===== config.mk =====
export PLATFORM = sky130hd
export DESIGN_NAME = izhikevich_neuron_step_unit
export DESIGN_NICKNAME = d
export VERILOG_FILES = /design/src/hdl/izn_pkg.sv /design/src/hdl/izn_serial_mul.sv /design/src/hdl/izhikevich_neuron_step_unit.sv
export SDC_FILE = /design/constraint.sdc
export NUM_CORES = 2
export LEC_CHECK = 0
export ABC_AREA = 1
export BUFFER_PORTS_ARGS = -buffer_cell sky130_fd_sc_hd__buf_4
export CAP_MARGIN = 5
export CORE_MARGIN = 10
export CORE_UTILIZATION = 50
export DETAILED_ROUTE_END_ITERATION = 8
export HOLD_SLACK_MARGIN = 0.15
export PLACE_DENSITY = 0.72
export SLEW_MARGIN = 20
export SYNTH_ARGS = -nofsm -noshare
export SYNTH_HDL_FRONTEND = slang
export SYNTH_SLANG_ARGS = --single-unit

===== constraint.sdc =====
create_clock -name clk_i -period 23 [get_ports clk_i]
set_input_delay 2.3 -clock clk_i [delete_from_list [all_inputs] [get_ports clk_i]]
set_output_delay 2.3 -clock clk_i [all_outputs]
set_load 0.1 [all_outputs]

===== src/hdl/izn_pkg.sv =====
// Package for the Izhikevich neuron step unit: constants, widths, register indexes.
// No dependencies.
`default_nettype none
package izn_pkg;
  localparam int unsigned DigitW = 1;
  localparam logic signed [31:0] VResetValue = -32'sd4259840;
  localparam logic signed [31:0] UResetValue = -32'sd851968;
  localparam logic [15:0] KPoint04 = 16'd2621;
  localparam logic [2:0] RegRate = 3'd0;
  localparam logic [2:0] RegSens = 3'd1;
  localparam logic [2:0] RegCpot = 3'd2;
  localparam logic [2:0] RegJump = 3'd3;
  localparam logic [2:0] RegThr = 3'd4;
  localparam logic [15:0] RateReset = 16'd1311;
  localparam logic [15:0] SensReset = 16'd13107;
  localparam logic [23:0] CpotReset = 24'hBF0000;
  localparam logic [20:0] JumpReset = 21'd524288;
  localparam logic [22:0] ThrReset = 23'd1310720;

  function automatic logic signed [31:0] sat32(input logic signed [65:0] x);
    if (x > 66'sd2147483647) return 32'sh7FFFFFFF;
    else if (x < -66'sd2147483648) return 32'sh80000000;
    else return x[31:0];
  endfunction
endpackage
`default_nettype wire


===== src/hdl/izn_serial_mul.sv =====
// Bit-serial signed multiplier: one multiplier bit per cycle, shift-add.
// Depends on nothing; used by izhikevich_neuron_step_unit.
`default_nettype none
module izn_serial_mul (
  input  wire logic               clk_i,
  input  wire logic               rst_ni,
  input  wire logic               start_i,
  input  wire logic signed [47:0] a_i,     // multiplicand
  input  wire logic signed [33:0] b_i,     // multiplier
  output logic                    done_o,
  output logic signed [81:0]      p_o
);
  logic signed [81:0] acc_q, acc_d;
  logic [33:0] mb_q, mb_d;
  logic signed [47:0] ma_q, ma_d;
  logic [5:0] cnt_q, cnt_d;
  logic busy_q, busy_d;
  logic signed [81:0] addend, acc_nx;

  always_comb begin
    addend = {{34{ma_q[47]}}, ma_q} <<< cnt_q;
    acc_nx = acc_q;
    // top bit of a two's complement multiplier has negative weight
    if (mb_q[0]) begin
      if (cnt_q == 6'd33) acc_nx = acc_q - addend;
      else acc_nx = acc_q + addend;
    end
    done_o = busy_q && (cnt_q == 6'd33);
    acc_d = acc_q; mb_d = mb_q; ma_d = ma_q; cnt_d = cnt_q; busy_d = busy_q;
    if (start_i) begin
      acc_d = '0; mb_d = b_i; ma_d = a_i; cnt_d = '0; busy_d = 1'b1;
    end else if (busy_q) begin
      acc_d = acc_nx;
      mb_d = mb_q >> 1;
      cnt_d = cnt_q + 6'd1;
      if (cnt_q == 6'd33) busy_d = 1'b0;
    end
  end
  assign p_o = acc_nx;

  always_ff @(posedge clk_i or negedge rst_ni) begin
    if (!rst_ni) begin
      busy_q <= 1'b0;
      cnt_q <= '0;
    end else begin
      busy_q <= busy_d;
      cnt_q <= cnt_d;
    end
  end
  always_ff @(posedge clk_i) begin
    acc_q <= acc_d;
    mb_q <= mb_d;
    ma_q <= ma_d;
  end
endmodule
`default_nettype wire


===== src/hdl/izhikevich_neuron_step_unit.sv =====
// Izhikevich neuron, one tick per accepted word.
// Each tick runs six products in turn on the shared bit-serial multiplier before
// the result is valid. One word at a time: the next is taken the cycle after
// the result is taken. Reset: v = -65.0, u = -13.0, registers at their
// defaults.
`default_nettype none
module izhikevich_neuron_step_unit (
  input  wire logic               clk_i,
  input  wire logic               rst_ni,
  input  wire logic               in_valid_i,
  output logic                    in_stall_o,
  input  wire logic signed [26:0] input_current_i,
  output logic                    out_valid_o,
  input  wire logic               out_stall_i,
  output logic                    fired_o,
  output logic signed [31:0]      potential_o,
  output logic signed [31:0]      recovery_o,
  input  wire logic               cfg_valid_i,
  output logic                    cfg_ready_o,
  input  wire logic [2:0]         cfg_index_i,
  input  wire logic [31:0]        cfg_data_i
);
  localparam logic [2:0] SIdle = 3'd0, SVV = 3'd1, SQ = 3'd2, SBV = 3'd3,
                         SAD = 3'd4, SOut = 3'd5;
  logic [2:0] st_q, st_d;
  logic half_q, half_d;
  logic [15:0] rate_q, sens_q;
  logic [23:0] cpot_q;
  logic [20:0] jump_q;
  logic [22:0] thr_q;
  logic signed [31:0] v_q, v_d, u_q, u_d;
  logic signed [26:0] cur_q;
  logic signed [65:0] tmp_q, tmp_d;
  logic ov_q, ov_d, fired_q, fired_d;
  logic mstart;
  logic signed [47:0] ma;
  logic signed [33:0] mb;
  logic mdone;
  logic signed [81:0] mp;
  logic signed [65:0] sum, vn, un;

  izn_serial_mul u_mul (
    .clk_i, .rst_ni, .start_i(mstart), .a_i(ma), .b_i(mb), .done_o(mdone), .p_o(mp)
  );

  assign cfg_ready_o = 1'b1;
  assign in_stall_o = (st_q != SIdle);
  assign out_valid_o = ov_q;

  always_comb begin
    st_d = st_q; half_d = half_q; v_d = v_q; u_d = u_q; tmp_d = tmp_q;
    ov_d = ov_q; fired_d = fired_q;
    mstart = 1'b0; ma = '0; mb = '0;
    sum = '0; vn = '0; un = '0;
    case (st_q)
      SIdle: begin
        if (in_valid_i) begin
          mstart = 1'b1; ma = 48'(v_q); mb = 34'(v_q);
          half_d = 1'b0; st_d = SVV;
        end
      end
      SVV: begin
        if (mdone) begin
          mstart = 1'b1; ma = 48'(mp[63:16]); mb = {18'd0, izn_pkg::KPoint04};
          st_d = SQ;
        end
      end
      SQ: begin
        if (mdone) begin
          sum = 66'(mp[81:16]) + 66'(v_q) * 66'sd5 + (66'sd140 <<< 16)
                - 66'(u_q) + 66'(cur_q);
          vn = 66'(v_q) + (sum >>> 1);
          v_d = izn_pkg::sat32(vn);
          if (!half_q) begin
            half_d = 1'b1;
            mstart = 1'b1; ma = 48'(v_d); mb = 34'(v_d); st_d = SVV;
          end else begin
            mstart = 1'b1; ma = 48'(v_d); mb = {18'd0, sens_q}; st_d = SBV;
          end
        end
      end
      SBV: begin
        if (mdone) begin
          tmp_d = 66'(mp >>> 16) - 66'(u_q);
          mstart = 1'b1; ma = 48'(tmp_d); mb = {18'd0, rate_q}; st_d = SAD;
        end
      end
      SAD: begin
        if (mdone) begin
          un = 66'(u_q) + 66'(mp >>> 16);
          u_d = izn_pkg::sat32(un);
          fired_d = (66'(v_q) > $signed(66'(thr_q)));
          if (fired_d) begin
            v_d = 32'({{8{cpot_q[23]}}, cpot_q});
            u_d = izn_pkg::sat32(66'(u_d) + 66'(jump_q));
          end
          ov_d = 1'b1; st_d = SOut;
        end
      end
      SOut: begin
        if (!out_stall_i) begin
          ov_d = 1'b0; st_d = SIdle;
        end
      end
      default: st_d = SIdle;
    endcase
  end

  always_ff @(posedge clk_i or negedge rst_ni) begin
    if (!rst_ni) begin
      st_q <= SIdle; half_q <= 1'b0; ov_q <= 1'b0;
      v_q <= izn_pkg::VResetValue; u_q <= izn_pkg::UResetValue;
      rate_q <= izn_pkg::RateReset; sens_q <= izn_pkg::SensReset;
      cpot_q <= izn_pkg::CpotReset; jump_q <= izn_pkg::JumpReset;
      thr_q <= izn_pkg::ThrReset;
    end else begin
      st_q <= st_d; half_q <= half_d; ov_q <= ov_d;
      v_q <= v_d; u_q <= u_d;
      if (cfg_valid_i) begin
        case (cfg_index_i)
          izn_pkg::RegRate: rate_q <= cfg_data_i[15:0];
          izn_pkg::RegSens: sens_q <= cfg_data_i[15:0];
          izn_pkg::RegCpot: cpot_q <= cfg_data_i[23:0];
          izn_pkg::RegJump: jump_q <= cfg_data_i[20:0];
          izn_pkg::RegThr:  thr_q <= cfg_data_i[22:0];
          default: ;
        endcase
      end
    end
  end
  always_ff @(posedge clk_i) begin
    tmp_q <= tmp_d; fired_q <= fired_d;
    if (st_q == SIdle && in_valid_i) cur_q <= input_current_i;
  end

  assign fired_o = fired_q;
  assign potential_o = v_q;
  assign recovery_o = u_q;
endmodule
`default_nettype wire


Word-level counts from Yosys, hierarchy flattened
Index checks and enable logic that the tools add are counted.
- input bits: 67
- word-level logic and storage cells: 125
- register bits: 368
- output and inout bits: 68
- equal/unequal tests: 17
- multiplexer cells: 49
- multiply operators: 1
- $lt $le $gt $ge: 7
- shifts and indexed selects: 1
- add/subtract/negate cells: 11
- reduce and logical (&&, ||, !) cells: 21
- operator list (cell ; count):
    $mux 32 ; 12
    $mux 48 ; 4
    $pmux 48 s4 ; 1
    $mux 34 ; 5
    $mux 82 ; 2
    $pmux 34 s4 ; 1
    $add 66x66->66 ; 2
    $gt 66x32->1 const B ; 2
    $lt 66x32->1 const B ; 2
    $add 82x82->82 ; 1
    $sshl 82x6->82 ; 1
    $sub 82x82->82 ; 1
    $add 32x65->66 ; 1
    $add 32x66->66 ; 1
    $add 66x24->66 const B ; 1
    $sub 66x66->66 ; 1
    $pmux 32 s2 ; 1
    $sub 48x32->48 ; 1
    $mul 32x4->36 const B ; 1
    $add 32x22->33 ; 1
    $gt 33x32->1 const B ; 1
    $lt 33x32->1 const B ; 1
    $gt 32x24->1 ; 1
    $mux 3 ; 6
    22 further kinds ; 56

Logic depth before layout (Yosys ltp)
- depth in word-level cells: 16
- depth in mapped cells: 97
- depth with buffers taken out: 93

Hierarchy
A second synthesis with hierarchy kept.
- cell total of the unflattened synthesis: 8698
- area, all modules: 53879.2 µm²
- modules (own cells, without submodules) (module ; cells an instance ; area each (µm²) ; instances ; sequential area each (µm²)):
    izhikevich_neuron_step_unit ; 5514 ; 34942.3 ; 1 ; 5137.4
    izn_serial_mul ; 3184 ; 18936.9 ; 1 ; 4279.1

Worst setup path after synthesis
OpenSTA, ideal clock, no wires.
- path kind: register to register
- start point: reg u_mul.cnt_q[1]
- end point: reg u_mul.ma_q[11], data pin
- buffers on the path: 7
- clock period less this slack: 11.412 ns
- cell stages (with the launch flop): 73
- library setup time: 0.272 ns
- setup slack: 11.588 ns
- data required time: 22.728 ns
- arrival time: 11.140 ns
- cell sequence: dfrtp_1 -> inv_2 -> buf_6 -> buf_2 -> ha_1 -> nand3_1 -> clkbuf_1 -> inv_1 -> clkbuf_1 -> buf_1 -> a21oi_1 -> o21ai_0 -> ha_1 -> a21oi_1 -> nand2_1 -> a21oi_1 -> inv_1 -> nand2_1 -> [37 not listed] -> inv_1 -> nor3_1 -> nand3_1 -> nand3_1 -> nand2_1 -> o211ai_1 -> a21oi_1 -> xor2_1 -> nand3_1 -> nand3b_1 -> nor2_1 -> nand4_1 -> nand2_1 -> buf_2 -> buf_2 -> nand2_1 -> nand2_1 -> o2111ai_1
- word-level cells in the longest chain between the ends: 14
- elaborated cells between the ends (all ways): 21
- classes of those cells: 8 x add/sub; 2 x order compare; 1 x eq/ne; 1 x shift; 8 x mux; 1 x reduce/logical
- ends and longest elaborated chain (element ; RTL line ; source):
    start, declared ; izn_serial_mul.sv:16 ; logic [5:0] cnt_q, cnt_d;
    start signal, assigned ; izn_serial_mul.sv:47 ; cnt_q <= cnt_d;
    $sshl 82x6->82 ; izn_serial_mul.sv:21 ; addend = {{34{ma_q[47]}}, ma_q} <<< cnt_q;
    $add 82x82->82 or $sub 82x82->82 (tied branches) ; izn_serial_mul.sv:26, izn_serial_mul.sv:25 ;
    $mux 82 (*) ; izn_serial_mul.sv:25 ; if (cnt_q == 6'd33) acc_nx = acc_q - addend;
    $mux 82 (*) ; izn_serial_mul.sv:24 ; if (mb_q[0]) begin
    named net mp[21] ; izhikevich_neuron_step_unit.sv:39 ; logic signed [81:0] mp;
    $add 66x66->66 ; izhikevich_neuron_step_unit.sv:70 ; sum = 66'(mp[81:16]) + 66'(v_q) * 66'sd5 + (66'sd140 <<< 16)
    $add 66x24->66 ; izhikevich_neuron_step_unit.sv:70 ;
    $sub 66x66->66 ; izhikevich_neuron_step_unit.sv:71 ; - 66'(u_q) + 66'(cur_q);
    $add 66x66->66 ; izhikevich_neuron_step_unit.sv:71 ;
    $add 32x65->66 ; izhikevich_neuron_step_unit.sv:72 ; vn = 66'(v_q) + (sum >>> 1);
    $lt 66x32->1 ; izn_pkg.sv:22 ; else if (x < -66'sd2147483648) return 32'sh80000000;
    $mux 32 ; izn_pkg.sv:22 ;
    $mux 32 ; izn_pkg.sv:21 ; if (x > 66'sd2147483647) return 32'sh7FFFFFFF;
    $mux 48 ; izhikevich_neuron_step_unit.sv:69 ; if (mdone) begin
    $pmux 48 s4 (*) ; izhikevich_neuron_step_unit.sv:55 ; case (st_q)
    named net ma[11] ; izhikevich_neuron_step_unit.sv:36 ; logic signed [47:0] ma;
    end signal, assigned ; izn_serial_mul.sv:53 ; ma_q <= ma_d;
    end, declared ; izn_serial_mul.sv:15 ; logic signed [47:0] ma_q, ma_d;
The timed path passes the listed nets; every way through them passes the cells marked *.
A chain may end at the register's enable or synchronous reset.

Worst setup path after layout
- start point: reg u_mul.cnt_q[1]
- end point: reg u_mul.ma_q[17], data pin
The elaborated chain is that of the path after synthesis.

==> run metrics <==
status finished clean; Clock transition at path regs approximately 0.06 ns; commonest cells in the netlist nand2_1, inv_1, nor2_1, a21oi_1, nand3_1; die height approximately 340 um; post-DP HPWL between 150000 and 200000 um; Final ANT Viol Nets 0; Worst-Margin Slew 1.13 ns; router iterations before antenna repair 6; Inserted Clock Buffers 47; Die X about 340 um; input/output buffers about 130; die area about 110000 um^2; final setup fails 0; sequential-to-total area share from yosys stat between 10% and 20%; YS warnings 0; Avg Inst Size Synth 6.56 um^2; fin nets roughly 8300; Worst Setup Start Kind flop; largest cells by area after synthesis ha_1, nand2_1, inv_1; CTS tree yes; Netlist cell types 68; Avg WL per Cell 21.5 um; syn nets 8282; fin cells 8930; share of layout cells above drive strength 1 under 10%; Setup TNS 0 ns; Slew headroom between 20% and 30%; final cycle utilization of the critical path between 70 and 80%; total track usage approximately 33%; leading area contributor after synthesis ha_1; number of global-route vias before repair slightly below 50000; max-cap violations 0; Seq cells post-synth 368; Worst Setup End Kind flop; initial antenna violation count 0; slowest stage delay, CP approximately 0.76 ns; Syn Inst Count 7582; DRC marker count from the first detailed-route iteration a little over 6000; Starting Density 50.5%; Ports approximately 140; # resized after CTS 0; CP Data Arrival Time approximately 17 ns; kind of critical path reg -> reg; Worst-Skew Late Latency between 0.6 and 0.7 ns; Vias/cell around 6; Multi-input gate area between 30000 and 40000 um^2; asr flop ratio synth ~48%; n_diodes 0; critical path peak fanout 52; GR Overflow Total 0; area delta synth->final 7.34%; placed cells between 8000 and 9000; root buf cell clkbuf_16; synthesized area approximately 50000 um^2; global-route wire length before repair 290000 um; slowest CP cell o21ai_0; RePlAce Congestion between 1 and 1.5; RSZ-0062 raised after global routing false; Hold Vio Cnt, Final 0; highest clock rate around 0.06 GHz; Reg area between 9000 and 10000 um^2; pin count of the biggest net entering global routing 83; top_reg_cell synth dfrtp_1; Clock Tree Buf Depth 3; Hold Path Class reg -> reg; Synth top area share around an eighth; most frequent cell after synthesis nand2_1; clock period minus worst slack between 15 and 20 ns; Crit path required time 23.43 ns; H-tree depth 2; Post-CTS Setup Bufs 0; Filler cells between 10000 and 15000; vias post-DR 52300; hold_buf cts 0; Total Wirelength roughly 190000 um; row cnt 115; crit-path most repeated cell nand2_1; Core Region 98600 um^2; remaining routing DRC violations 0; clk sink count around 370; Post-synth EDFFs 110; Layout Skew between 0.03 and 0.04 ns; Slew Limit Fails 0
-- sequential cells by signal, indices dropped and copies added, names as in the netlist, 23 cells and up --
register	flops
cur_q	27
cpot_q	24
u_mul.mb_q	34
u_mul.acc_q	82
potential_o	32
thr_q	23
recovery_o	32
u_mul.ma_q	48
-- layout by cell type (no fill, tap or decap), drive strengths merged, types with 52 or more instances in the layout --
cell type     n
xnor2       141
buf         202
dfrtp       122
o21ai       625
fa          134
nand2      1668
nor3         76
dfxtp        82
dfstp        54
nor2        698
inv        1127
a21oi       645
nand3       664
ha          499
a31oi        86
xor2        257
edfxtp      110
nand4        52
clkbuf       61
o211ai       58
-- per-stage QoR --
stage | util [%] | hold slack (ns) | cell area (um^2) | setup WS, ns
after detailed placement | 52.5 | 0.469 | 51800 | 7.23
after global placement | 52.5 | 0.460 | 51800 | 7.41
after CTS | 54.1 | 0.484 | 53400 | 7.16
after global routing | 54.2 | 0.504 | 53400 | 5.30
after floorplan | - | 0.448 | 49700 | 11.59
final | 54.2 | 0.484 | 53400 | 6.65
-- logic make-up after synthesis --
family | count (synthesis) | share of synthesized area (%)
adders and majority gates | 633 | 17.9
xor gates and xnor gates | 398 | 7.01
DFF | 368 | 18.9
AOI/OAI and AO/OA | 1593 | 17.6
other | 1 | 0.00754
muxes | 2 | 0.0428
and+or+nand+nor | 3228 | 27.6
buffers and inverters | 1359 | 10.8
-- per-layer routing --
layer | vias to the layer above | routed length, um | GRT usage (%)
li1 | 25100 | - | -
met1 | 24400 | 83100 | 45.2
met2 | 2378 | 82600 | 51.2
met3 | 377 | 15600 | 4.41
met4 | 0 | 10700 | 15.8
met5 | - | 0 | 0
-- final cells by class --
type,count,area share [%]
clock buffer,60,2.43
clock inverter,28,0.577
inverter,1129,7.94
multi-input combinational,5855,65.5
sequential,368,17.6
tap,1287,3.02
timing repair buffer,203,2.88
-- path summary, 6_finish.rpt --
| path | from | end | slack, ns | cells after the start |
|---|---|---|---|---|
| worst max-delay path | u_mul.cnt_q[1] | u_mul.ma_q[17] | 6.65 | 72 |
| worst min-delay path | cpot_q[11] | cpot_q[11] | 0.48 | 2 |
| worst max register to register | u_mul.cnt_q[1] | u_mul.ma_q[17] | 6.65 | 72 |
| worst min register to register | cpot_q[11] | cpot_q[11] | 0.48 | 2 |
| max in group asynchronous | rst_ni | cpot_q[22] | 19.30 | 3 |
| min in group asynchronous | rst_ni | recovery_o[2] | 1.58 | 1 |
-- worst max-delay path: cells and delay by family (launching register included) --
family	cells	cell delay, ns
DFF	1	0.35
buffers and inverters	8	2.01
AOI/OAI and AO/OA	23	5.21
xor gates and xnor gates	3	1.01
and+or+nand+nor	32	4.96
adders and majority gates	6	2.48
Power is not shown: default switching activity piles up to over one toggle a cycle in this logic, so the estimate is an artifact.
